[src/rtl/core/wavhp_pkg.sv]
// ----------------------------------------------------------------------------
// wavhp_pkg
// Types and constants shared by the RIFF/WAVE header parser.
// ----------------------------------------------------------------------------
package wavhp_pkg;

	localparam logic [31:0] TAG_RIFF = 32'h5249_4646;
	localparam logic [31:0] TAG_WAVE = 32'h5741_5645;
	localparam logic [31:0] TAG_FMT  = 32'h666D_7420;
	localparam logic [31:0] TAG_DATA = 32'h6461_7461;

	localparam logic [31:0] MIN_LENGTH = 32'd44;
	localparam logic [31:0] SCAN_POS   = 32'd15;	// scan start plus three tag bytes

	// offsets inside the fmt chunk, counted from the first tag byte
	localparam logic [31:0] FMT_CH_LO   = 32'd10;
	localparam logic [31:0] FMT_CH_HI   = 32'd11;
	localparam logic [31:0] FMT_RATE_0  = 32'd12;
	localparam logic [31:0] FMT_RATE_3  = 32'd15;
	localparam logic [31:0] FMT_BITS_LO = 32'd22;
	localparam logic [31:0] FMT_BITS_HI = 32'd23;

	localparam logic [1:0] KIND_SAMPLE = 2'd0;
	localparam logic [1:0] KIND_REPORT = 2'd1;
	localparam logic [1:0] KIND_END    = 2'd2;

	localparam logic [3:0] ST_OK      = 4'd0;
	localparam logic [3:0] ST_SHORT   = 4'd1;
	localparam logic [3:0] ST_NO_RIFF = 4'd2;
	localparam logic [3:0] ST_NO_WAVE = 4'd3;
	localparam logic [3:0] ST_NO_FMT  = 4'd4;
	localparam logic [3:0] ST_NO_DATA = 4'd5;
	localparam logic [3:0] ST_OVERRUN = 4'd6;
	localparam logic [3:0] ST_BAD_BITS = 4'd7;
	localparam logic [3:0] ST_ORDER   = 4'd8;

	typedef struct packed {
		logic        run_last;
		logic [1:0]  item_kind;
		logic [3:0]  status;
		logic [31:0] data_bytes;
		logic [31:0] rate_hz;
		logic [1:0]  format_code;
		logic [15:0] sample_value;
	} result_t;

	function automatic result_t make_result(input logic [1:0] kind, input logic [15:0] sample,
		input logic [1:0] fmt, input logic [31:0] rate, input logic [31:0] len,
		input logic [3:0] st);
		result_t r;
		r.run_last     = 1'b0;
		r.item_kind    = kind;
		r.status       = st;
		r.data_bytes   = len;
		r.rate_hz      = rate;
		r.format_code  = fmt;
		r.sample_value = sample;
		return r;
	endfunction

endpackage

[src/rtl/core/wav_header_parse_and_sample_swap_top.sv]
// ----------------------------------------------------------------------------
// wav_header_parse_and_sample_swap_top
// Parses a RIFF/WAVE byte stream, reports the format and passes samples.
// ----------------------------------------------------------------------------
// A result beat is written into the result queue when the input byte that causes it is accepted.
// Throughput: one input byte per cycle; the final byte of a file can give two
// result beats, which drain through a four-entry result queue, one beat a cycle while m_tready is high.
// Input is accepted while the queue has room for two beats.
// Reset: asynchronous, clears the parse state and file_length to zero and empties the queue.
module wav_header_parse_and_sample_swap_top
	import wavhp_pkg::*;
(
	input  logic        clk,
	input  logic        arst_n,
	input  logic        cfg_valid,
	output logic        cfg_ready,
	input  logic [31:0] cfg_data,		// file_length
	input  logic        s_tvalid,
	output logic        s_tready,
	input  logic [7:0]  s_tdata,		// file_byte
	input  logic        s_tlast,		// is_final_byte
	output logic        m_tvalid,
	input  logic        m_tready,
	output logic [87:0] m_tdata,		// sample_value, format_code, rate_hz, data_bytes, status, pad
	output logic [1:0]  m_tuser,		// item_kind
	output logic        m_tlast			// run_last
);

	localparam int QDEPTH = 4;
	localparam int PW = $clog2(QDEPTH);

	logic [31:0] flen_q;
	logic [31:0] pos_q, pos_d;
	logic [31:0] tw_q, tw_d;
	logic        fmt_seen_q, fmt_seen_d;
	logic [31:0] fmt_start_q, fmt_start_d;
	logic [15:0] chan_q, chan_d;
	logic [31:0] rate_q, rate_d;
	logic [15:0] bits_q, bits_d;
	logic [31:0] brem_q, brem_d;
	logic [7:0]  held_q, held_d;
	logic        phase_q, phase_d;
	logic [3:0]  err_q, err_d;
	logic [2:0]  lleft_q, lleft_d;
	logic        rep_q, rep_d;

	result_t     queue_q [QDEPTH];
	logic [PW-1:0] wp_q, rp_q;
	logic [PW:0]   cnt_q;

	result_t     prim, res0, res1;
	logic        prim_vld;
	logic [1:0]  nres;
	logic        acc, pop;
	logic [31:0] fdist, dist_fin;
	logic [32:0] end_pos;
	logic        in_scan, fmt_done_fin;
	logic [1:0]  fcode;
	logic [4:0]  rshift;

	assign cfg_ready = 1'b1;
	assign acc = s_tvalid && s_tready;
	assign pop = m_tvalid && m_tready;
	assign s_tready = cnt_q <= (PW+1)'(QDEPTH - 2);

	assign fdist   = pos_q - fmt_start_q;
	assign in_scan = ({1'b0, pos_q} + 33'd5) < {1'b0, flen_q};
	assign rshift  = {fdist[1:0], 3'b000};
	assign fcode   = {bits_q == 16'd16, chan_q == 16'd2};

	always_comb begin
		pos_d = pos_q; tw_d = {tw_q[23:0], s_tdata};
		fmt_seen_d = fmt_seen_q; fmt_start_d = fmt_start_q;
		chan_d = chan_q; rate_d = rate_q; bits_d = bits_q;
		brem_d = brem_q; held_d = held_q; phase_d = phase_q;
		err_d = err_q; lleft_d = lleft_q; rep_d = rep_q;
		prim = make_result(KIND_SAMPLE, 16'd0, 2'd0, 32'd0, 32'd0, ST_OK);
		prim_vld = 1'b0;
		end_pos = '0;
		if (!rep_q) begin
			priority if (pos_q == 32'd0 && flen_q < MIN_LENGTH) begin
				err_d = ST_SHORT; rep_d = 1'b1; prim_vld = 1'b1;
			end else if (pos_q == 32'd3 && tw_d != TAG_RIFF) begin
				err_d = ST_NO_RIFF; rep_d = 1'b1; prim_vld = 1'b1;
			end else if (pos_q == 32'd11 && tw_d != TAG_WAVE) begin
				err_d = ST_NO_WAVE; rep_d = 1'b1; prim_vld = 1'b1;
			end else if (lleft_q != 3'd0) begin
				brem_d  = {s_tdata, brem_q[31:8]};
				lleft_d = lleft_q - 3'd1;
				end_pos = {1'b0, pos_q} + 33'd1 + {1'b0, brem_d};
				if (lleft_q == 3'd1) begin
					rep_d = 1'b1;
					prim_vld = 1'b1;
					priority if (rate_q == 32'd0) err_d = ST_NO_FMT;
					else if (end_pos > {1'b0, flen_q}) err_d = ST_OVERRUN;
					else if (bits_q != 16'd8 && bits_q != 16'd16) err_d = ST_BAD_BITS;
					else prim = make_result(KIND_REPORT, 16'd0, fcode, rate_q, brem_d, ST_OK);
				end
			end else if (pos_q >= SCAN_POS) begin
				if (fmt_seen_q) begin
					if (fdist == FMT_CH_LO) chan_d[7:0] = s_tdata;
					else if (fdist == FMT_CH_HI) chan_d[15:8] = s_tdata;
					else if (fdist >= FMT_RATE_0 && fdist <= FMT_RATE_3)
						rate_d = rate_q | ({24'd0, s_tdata} << rshift);
					else if (fdist == FMT_BITS_LO) bits_d[7:0] = s_tdata;
					else if (fdist == FMT_BITS_HI) bits_d[15:8] = s_tdata;
				end
				if (!fmt_seen_q && tw_d == TAG_FMT && in_scan) begin
					fmt_seen_d = 1'b1;
					fmt_start_d = pos_q - 32'd3;
					chan_d = '0; rate_d = '0; bits_d = '0;
				end else if (tw_d == TAG_DATA && in_scan) begin
					if (!(fmt_seen_q && fdist >= FMT_BITS_HI)) begin
						err_d = ST_ORDER; rep_d = 1'b1; prim_vld = 1'b1;
					end else begin
						lleft_d = 3'd4;
						brem_d = '0;
					end
				end
			end
		end else if (err_q == ST_OK && brem_q != 32'd0) begin
			brem_d = brem_q - 32'd1;
			if (bits_q == 16'd16) begin
				if (!phase_q) begin
					held_d = s_tdata;
					phase_d = 1'b1;
				end else begin
					phase_d = 1'b0;
					prim_vld = 1'b1;
					prim = make_result(KIND_SAMPLE, {s_tdata, held_q}, 2'd0, 32'd0, 32'd0,
						ST_OK);
				end
			end else begin
				prim_vld = 1'b1;
				prim = make_result(KIND_SAMPLE, {8'd0, s_tdata}, 2'd0, 32'd0, 32'd0, ST_OK);
			end
		end
		// a failure report carries only its status
		if (prim_vld && prim.item_kind == KIND_SAMPLE && rep_d && !rep_q)
			prim = make_result(KIND_REPORT, 16'd0, 2'd0, 32'd0, 32'd0, err_d);

		dist_fin = pos_q - fmt_start_d;
		fmt_done_fin = fmt_seen_d && dist_fin >= FMT_BITS_HI;
		res0 = prim;
		res1 = make_result(KIND_END, 16'd0, 2'd0, 32'd0, 32'd0, err_d);
		nres = {1'b0, prim_vld};
		if (s_tlast) begin
			if (!rep_d) begin
				err_d = (fmt_done_fin && rate_d != 32'd0) ? ST_NO_DATA : ST_NO_FMT;
				res0 = make_result(KIND_REPORT, 16'd0, 2'd0, 32'd0, 32'd0, err_d);
				res1.status = err_d;
				nres = 2'd2;
			end else if (prim_vld) begin
				nres = 2'd2;
			end else begin
				res0 = res1;
				nres = 2'd1;
			end
			// start over for the next file
			pos_d = '0; tw_d = '0; fmt_seen_d = 1'b0; fmt_start_d = '0;
			chan_d = '0; rate_d = '0; bits_d = '0; brem_d = '0; held_d = '0;
			phase_d = 1'b0; err_d = ST_OK; lleft_d = '0; rep_d = 1'b0;
		end else if (pos_q != 32'hFFFF_FFFF) begin
			pos_d = pos_q + 32'd1;
		end
		if (nres == 2'd2) res1.run_last = 1'b1;
		else res0.run_last = 1'b1;
	end

	always_ff @(posedge clk or negedge arst_n) begin
		if (!arst_n) begin
			flen_q <= '0;
			pos_q <= '0; tw_q <= '0; fmt_seen_q <= 1'b0; fmt_start_q <= '0;
			chan_q <= '0; rate_q <= '0; bits_q <= '0; brem_q <= '0; held_q <= '0;
			phase_q <= 1'b0; err_q <= ST_OK; lleft_q <= '0; rep_q <= 1'b0;
		end else begin
			if (cfg_valid) flen_q <= cfg_data;
			if (acc) begin
				pos_q <= pos_d; tw_q <= tw_d; fmt_seen_q <= fmt_seen_d;
				fmt_start_q <= fmt_start_d; chan_q <= chan_d; rate_q <= rate_d;
				bits_q <= bits_d; brem_q <= brem_d; held_q <= held_d;
				phase_q <= phase_d; err_q <= err_d; lleft_q <= lleft_d; rep_q <= rep_d;
			end
		end
	end

	// result queue: up to two beats in, one beat out per cycle
	always_ff @(posedge clk) begin
		if (acc && nres != 2'd0) queue_q[wp_q] <= res0;
		if (acc && nres == 2'd2) queue_q[wp_q + PW'(1)] <= res1;
	end

	always_ff @(posedge clk or negedge arst_n) begin
		if (!arst_n) begin
			wp_q <= '0;
			rp_q <= '0;
			cnt_q <= '0;
		end else begin
			if (acc) wp_q <= wp_q + PW'(nres);
			if (pop) rp_q <= rp_q + PW'(1);
			cnt_q <= cnt_q + (acc ? (PW+1)'(nres) : '0) - (pop ? (PW+1)'(1) : '0);
		end
	end

	assign m_tvalid = cnt_q != '0;
	assign m_tdata  = {2'd0, queue_q[rp_q].status, queue_q[rp_q].data_bytes,
		queue_q[rp_q].rate_hz, queue_q[rp_q].format_code, queue_q[rp_q].sample_value};
	assign m_tuser  = queue_q[rp_q].item_kind;
	assign m_tlast  = queue_q[rp_q].run_last;

`ifndef SYNTHESIS
	a_cnt_bound: assert property (@(posedge clk) disable iff (!arst_n)
		cnt_q <= (PW+1)'(QDEPTH))
		else $error("result queue over capacity");
	a_final_clear: assert property (@(posedge clk) disable iff (!arst_n)
		s_tvalid && s_tready && s_tlast |=> pos_q == 32'd0 && !rep_q && lleft_q == 3'd0)
		else $error("parse state not cleared after final byte");
	a_final_marker: assert property (@(posedge clk) disable iff (!arst_n)
		s_tvalid && s_tready && s_tlast |=> m_tvalid)
		else $error("no end marker pending after final byte");
	a_len_read: assert property (@(posedge clk) disable iff (!arst_n)
		lleft_q != 3'd0 |-> !rep_q && fmt_seen_q)
		else $error("data length read without fmt or after report");
`endif

endmodule

[config.mk]
export PLATFORM = sky130hd
export DESIGN_NAME = wav_header_parse_and_sample_swap_top
export DESIGN_NICKNAME = d
export VERILOG_FILES = /design/src/rtl/core/wavhp_pkg.sv /design/src/rtl/core/wav_header_parse_and_sample_swap_top.sv
export SDC_FILE = /design/constraint.sdc
export NUM_CORES = 2
export LEC_CHECK = 0
export ABC_AREA = 1
export ABC_CLOCK_PERIOD_IN_PS = 6800
export BUFFER_PORTS_ARGS = -buffer_cell sky130_fd_sc_hd__buf_2
export CAP_MARGIN = 5
export CELL_PAD_IN_SITES_DETAIL_PLACEMENT = 1
export CELL_PAD_IN_SITES_GLOBAL_PLACEMENT = 1
export CORE_UTILIZATION = 45
export DETAILED_ROUTE_END_ITERATION = 16
export GPL_TIMING_DRIVEN = 0
export PLACE_DENSITY_LB_ADDON = 0.25
export SYNTH_ARGS = -nofsm -noshare
export SYNTH_HDL_FRONTEND = slang
export SYNTH_SLANG_ARGS = --single-unit
[constraint.sdc]
create_clock -name clk -period 6.8 [get_ports clk]
set_input_delay 0.68 -clock clk [delete_from_list [all_inputs] [get_ports clk]]
set_output_delay 0.68 -clock clk [all_outputs]
set_load 0.005 [all_outputs]
== Word level (Yosys, flattened, before mapping) ==
Memory sizes are Yosys's and may differ from the RTL's.
Index checks and enable logic that the tools add are counted.
W data, S select, Z words.

* $add $sub $neg: 14
* Magnitude comparators: 9
* Eq/ne operators: 33
* Shift operators: 1
* Muxes and demuxes: 148
* Bitwise logic cells: 1
* Reductions and logical operators: 55

{| class="wikitable"
|+ Operators by type and width
! cell !! count
|-
| $mux W32 || 33
|-
| $mux W87 || 8
|-
| $mux W89 || 7
|-
| $mux W16 || 22
|-
| $eq A32 B4 Y1 const B || 3
|-
| $mux W8 || 11
|-
| $eq A32 B31 Y1 const B || 2
|-
| $eq A32 B5 Y1 const B || 2
|-
| $ge A32 B4 Y1 const B || 2
|-
| $ge A32 B5 Y1 const B || 2
|-
| $logic_not A32 Y1 || 2
|-
| $mux W4 || 16
|-
| $ne A32 B31 Y1 const B || 2
|-
| $reduce_bool A32 Y1 || 2
|-
| $sub A32 B32 Y32 || 2
|-
| $mux W1 || 36
|-
| $add A32 B1 Y33 const B || 1
|-
| $add A32 B3 Y33 const B || 1
|-
| $add A33 B32 Y33 || 1
|-
| $gt A33 B32 Y1 || 1
|-
| $lt A33 B32 Y1 || 1
|-
| $add A32 B1 Y32 const B || 1
|-
| $eq A32 B2 Y1 const B || 1
|-
| $le A32 B4 Y1 const B || 1
|-
| 39 further kinds || 101
|}

* Bits in registers: 241
* RAM bits: 356
* Input port bits: 46
* Output and inout bits: 94
* Logic and storage cells: 281
* Memories: 1

{| class="wikitable"
|+ Memory list
! memory !! depth !! width !! read ports !! clocked after memory_dff !! write ports !! line !! source
|-
| queue_q || 4 || 89 || 1 || 0 || 2 || wav_header_parse_and_sample_swap_top.sv:47 || <nowiki>result_t queue_q [QDEPTH];</nowiki>
|}

== Logic depth before layout (Yosys ltp) ==
* Depth in word-level cells: 20
* Depth in mapped cells: 53
* Depth with buffers taken out: 51

== Least setup slack after synthesis ==
OpenSTA, ideal clock, no wires.

* Path type: flip-flop to flip-flop
* Start: register pos_q[1]
* End: memory queue_q[1][82] (netlist name) (data pin)
* Setup time: 0.252 ns
* Data arrival time: 5.739 ns
* Data required time: 6.548 ns
* Slack: 0.809 ns
* Cell stages (with the launch flop): 46
* Path buffers: 1
* Clock period less this slack: 5.991 ns
* Path through: dfrtp_1 > ha_1 > inv_1 > nor3_2 > o21ai_1 > nor2_2 > inv_1 > nor2_1 > nand2_1 > xor2_1 > inv_1 > ha_1 > nand2_1 > inv_1 > nand2_1 > nand2_1 > nand2_1 > nand3_1 > [10 not listed] > o21ai_0 > a21oi_1 > nand2_1 > a21boi_0 > xor2_1 > nand3_1 > nor2_1 > nand4_1 > nor2_1 > nand4_1 > nor2_1 > nor2_1 > nand2_1 > nand2_1 > nand2_1 > nand2_1 > nand2_1 > nand2_1

{| class="wikitable"
|+ RTL lines
! element !! line !! source
|-
| from (decl) || wav_header_parse_and_sample_swap_top.sv:33 || <nowiki>logic [31:0] pos_q, pos_d;</nowiki>
|-
| from (signal assigned) || wav_header_parse_and_sample_swap_top.sv:179 || <nowiki>pos_q <= pos_d; tw_q <= tw_d; fmt_seen_q <= fmt_seen_d;</nowiki>
|-
| to (decl) || wav_header_parse_and_sample_swap_top.sv:47 ||
|}

==> out/qor.log <==
INFO  critical_path  worst_setup_path_start_kind=flop
INFO  critical_path  setup.worst_path.end=queue_q[0][82]$_DFFE_PP_
INFO  pwr            pwr_density_cell=440.9nW/µm²
INFO  cells_and_area fraction_of_layout_instances_using_a_drive_strength_above_1=13.16%
INFO  critical_path  critical_path_arrival=8.08ns
INFO  sta            post-route-worst-setup-slack=-0.8762ns
INFO  sta            final.hold.worst_slack=0.2324ns
INFO  sta            setup_repair_after_global_routing_missed_its_margin=yes
INFO  logic_synthesis synth_edf_count=20
INFO  logic_synthesis synth_seq_cells=597
INFO  die            rows=103
INFO  sta            slew_headroom=-6.596%
INFO  detailed_routing post-route-drc-count=0
INFO  detailed_routing vias_per_cell=5.954
INFO  cts            cts_root_buf=sky130_fd_sc_hd__clkbuf_16
INFO  cells_and_area final_common_cell=sky130_fd_sc_hd__nand2_1
INFO  cts            cts.htree.levels=3
INFO  detailed_routing firstDrtPassIters=7
INFO  global_routing grt_max_degree=111
INFO  critical_path  crit_slowest_cell=sky130_fd_sc_hd__ha_1
INFO  place          placement.io_buffers=134
INFO  cells_and_area final_cell_mix=sky130_fd_sc_hd__nand2_1 (1332), sky130_fd_sc_hd__o21ai_0 (599), sky130_fd_sc_hd__nor2_1 (542)
INFO  die            die_w=284.6µm
INFO  cts            tritoncts_clock_tree=done
INFO  critical_path  path_delay_family=simple AND/OR/NAND/NOR gates
INFO  job            drv_cap=1
INFO  logic_synthesis mean_area_per_synthesized_cell=6.902µm²
INFO  critical_path  rr_endpoint=queue_q[0][82]$_DFFE_PP_
INFO  detailed_routing drt_iter0_drc=3423
INFO  place          detailed_place_hpwl=105.8mm
INFO  run_status     violations=max-capacitance violations, max-slew violations, negative setup slack
INFO  logic_synthesis synthCells=5205
INFO  critical_path  setup.reg_to_reg.worst_slack=-0.88ns
INFO  critical_path  cpPeakStageDelay=0.43ns
INFO  pwr            cellLeakagePower=19.70nW
INFO  critical_path  cpMostUsedCell=sky130_fd_sc_hd__nand2_1
INFO  logic_synthesis synth_top_flop_cell=sky130_fd_sc_hd__dfxtp_1
INFO  logic_synthesis synth-warning-count=0
INFO  global_routing top_usage_layer=met2
INFO  place          preCtsSetupSlack=-2.235ns
INFO  critical_path  rr_worst_depth=44
INFO  critical_path  critical_path.max_fanout=8
INFO  sta            setup-tns-final=-4.777ns
INFO  global_routing initial_antenna_violation_count=5
INFO  die            core_region_area=79000µm²
INFO  sta            timing.final.max_slew_violations=2
INFO  detailed_routing avgRoutedWirePerCell=24.04µm
INFO  global_routing globalRouteMet2Util=61.20%
INFO  place          gpl.final_weighted_congestion=0.9640
INFO  pwr            vdd_ir_drop_max=220.5µV
INFO  sta            final.min_clock_period=7.676ns
INFO  sta            post-route-period-util=112.9%
INFO  critical_path  crit_start=pos_q[20]$_DFFE_PN0P_
INFO  logic_synthesis mappedNetlistArea=35930µm²
INFO  critical_path  worst_ep_required_time=7.20ns
INFO  cts            cts_made_buffers=69
INFO  die            fp.dieH=284.6µm
INFO  logic_synthesis synth_sequential_area_ratio=37.18%
INFO  sta            setup-violations-final=22
INFO  cells_and_area area.growth.synth_to_final=19.17%
INFO  critical_path  regToRegStartpoint=pos_q[20]$_DFFE_PN0P_
INFO  cts            cts_sinks=597
INFO  critical_path  crit_type=flop to flop
INFO  logic_synthesis synthDistinctLibCells=62
INFO  die            initial_core_util=45.48%
INFO  detailed_routing final_antenna_net_count=0
INFO  global_routing global_route.usage.total=36.70%
INFO  critical_path  cp_num_buf_inv=5
INFO  cts            clk_path_buf_depth=3
INFO  critical_path  worstSetupEndpointType=flop
INFO  run_status     outcome=complete, but fails checks
INFO  sta            report.final.hold_viol_count=0
INFO  global_routing grt_pass1_wl=232.1mm
INFO  global_routing use_met3=6.091%
INFO  logic_synthesis proportion_of_synthesized_flip_flops_having_asynchronous_set_or_reset=40.37%
INFO  cts            clkLatencyLatePin=0.67ns
INFO  sta            achievable-frequency=130.3MHz
INFO  cts            clk_pin_slew=0.08ns
INFO  sta            final.setup_skew=0.04596ns
INFO  cells_and_area num-fill-cells=10355
INFO  cells_and_area finalNetCount=5822
INFO  detailed_routing totalWireLength=161.4mm
INFO  global_routing grt_overflow_total=0
INFO  global_routing grt_use_met1=43.96%
INFO  die            dieArea=80970µm²
INFO  die            io_pins=140
INFO  critical_path  cp.depth=44
INFO  sta            worst_slew_pin_slew=1.584ns
INFO  min_path       hp-class=primary input to flop
INFO  detailed_routing dr_total_vias=39964
INFO  global_routing number_of_global_route_vias_before_repair=40021
==> metrics by stage <==
stage               cell area, µm²  cells  util, %  total power [mW]
floorplan                    35930   5206        -             10.54
global placement             37910   6390    47.99             13.37
detailed placement           38030   6398    48.14             13.65
CTS                          41910   6672    53.05             17.88
global route                 42810   6711    54.19             19.90
finish                       42810   6712    54.19             18.88
==> synthesized netlist by cell type (43+ instances only) <==
| library cell | number | area [µm²] |
|---|---|---|
| sky130_fd_sc_hd__nor2_1 | 567 | 2128 |
| sky130_fd_sc_hd__dfrtp_1 | 241 | 6031 |
| sky130_fd_sc_hd__nand3_1 | 158 | 790.8 |
| sky130_fd_sc_hd__xor2_1 | 88 | 770.7 |
| sky130_fd_sc_hd__nor3_1 | 79 | 395.4 |
| sky130_fd_sc_hd__a21oi_1 | 185 | 925.9 |
| sky130_fd_sc_hd__o21ai_1 | 127 | 635.6 |
| sky130_fd_sc_hd__nand4_1 | 80 | 500.5 |
| sky130_fd_sc_hd__inv_1 | 516 | 1937 |
| sky130_fd_sc_hd__o22ai_1 | 155 | 969.7 |
| sky130_fd_sc_hd__nand2_1 | 1352 | 5075 |
| sky130_fd_sc_hd__nor4_1 | 43 | 269.0 |
| sky130_fd_sc_hd__o21ai_0 | 622 | 3113 |
| sky130_fd_sc_hd__ha_1 | 166 | 2077 |
| sky130_fd_sc_hd__dfxtp_1 | 336 | 6726 |
| sky130_fd_sc_hd__clkbuf_1 | 161 | 604.3 |
==> logic make-up after synthesis <==
| family | share of synthesized area (%) |
|---|---|
| other cells | 0.02090 |
| compound gates | 18.32 |
| buf+inv | 8.891 |
| xor+xnor | 2.852 |
| simple gates | 26.70 |
| mux | 0.03134 |
| fa+ha+maj | 6.004 |
| flops | 37.18 |
==> flip-flops by register name, summed over array words and instances, names as in the netlist, 4 cells and up <==
| name | cells |
|---|---|
| bits_q | 16 |
| rate_q | 32 |
| brem_q | 32 |
| fmt_start_q | 32 |
| queue_q | 356 |
| chan_q | 16 |
| pos_q | 32 |
| flen_q | 32 |
| err_q | 4 |
| held_q | 8 |
| tw_q | 24 |
==> tightest hold or removal path, delay by kind of cell <==
kind                   cells  cell delay [ns]
buffers and inverters      1             0.07
and+or+nand+nor            1             0.04
AOI/OAI and AO/OA          1             0.06
==> worst min path at each step <==
stage               depth (start not counted)  slack [ns]                         end                       start
floorplan                                   0        0.38       bits_q[0]$_DFFE_PN0P_                      arst_n
global placement                            2        0.42  queue_q[1][3]$_SDFFE_PP0P_  queue_q[1][3]$_SDFFE_PP0P_
detailed placement                          2        0.43  queue_q[2][0]$_SDFFE_PP0P_  queue_q[2][0]$_SDFFE_PP0P_
CTS                                         3        0.25      flen_q[16]$_DFFE_PN0P_                cfg_data[16]
global route                                3        0.24      flen_q[16]$_DFFE_PN0P_                cfg_data[16]
finish                                      3        0.23      flen_q[16]$_DFFE_PN0P_                cfg_data[16]
==> power breakdown <==
group          switching (mW)  leakage [nW]  internal (mW)  total [mW]
registers               0.449          6.07           3.99        4.44
logic                    7.16          12.5           3.32        10.5
clock network            1.70          1.15           2.25        3.95
total                    9.31          19.7           9.56        18.9
==> area by class of cell <==
type | count | area, µm² | share of cell area, %
inverter | 535 | 2022 | 4.723
timing repair buffer | 331 | 2225 | 5.196
sequential | 597 | 13390 | 31.29
clock buffer | 91 | 1931 | 4.509
tap | 1050 | 1314 | 3.069
clock inverter | 35 | 406.6 | 0.9498
buffer | 232 | 1398 | 3.264
multi-input combinational | 3840 | 20120 | 47.00
antenna | 1 | 2.502 | 0.005845
==> per-layer routing <==
layer / part of all wire, % / vias up
met3: 7.6 / 731
li1: - / 18049
met5: 0.032 / -
met4: 8.0 / 8
met1: 39 / 19355
met2: 46 / 1821
==> timing repair <==
item | 4_1_cts | 5_1_grt
gates resized for setup | 155 | 186
setup endpoints to repair | 71 | 400
endpoints found under the hold margin | 41 | 0
buffers inserted | 146 | 48
hold buffers | 1 | 0
cloned | 1 | 0
pin swaps | 28 | 63
(Power assumes the default switching activity.)
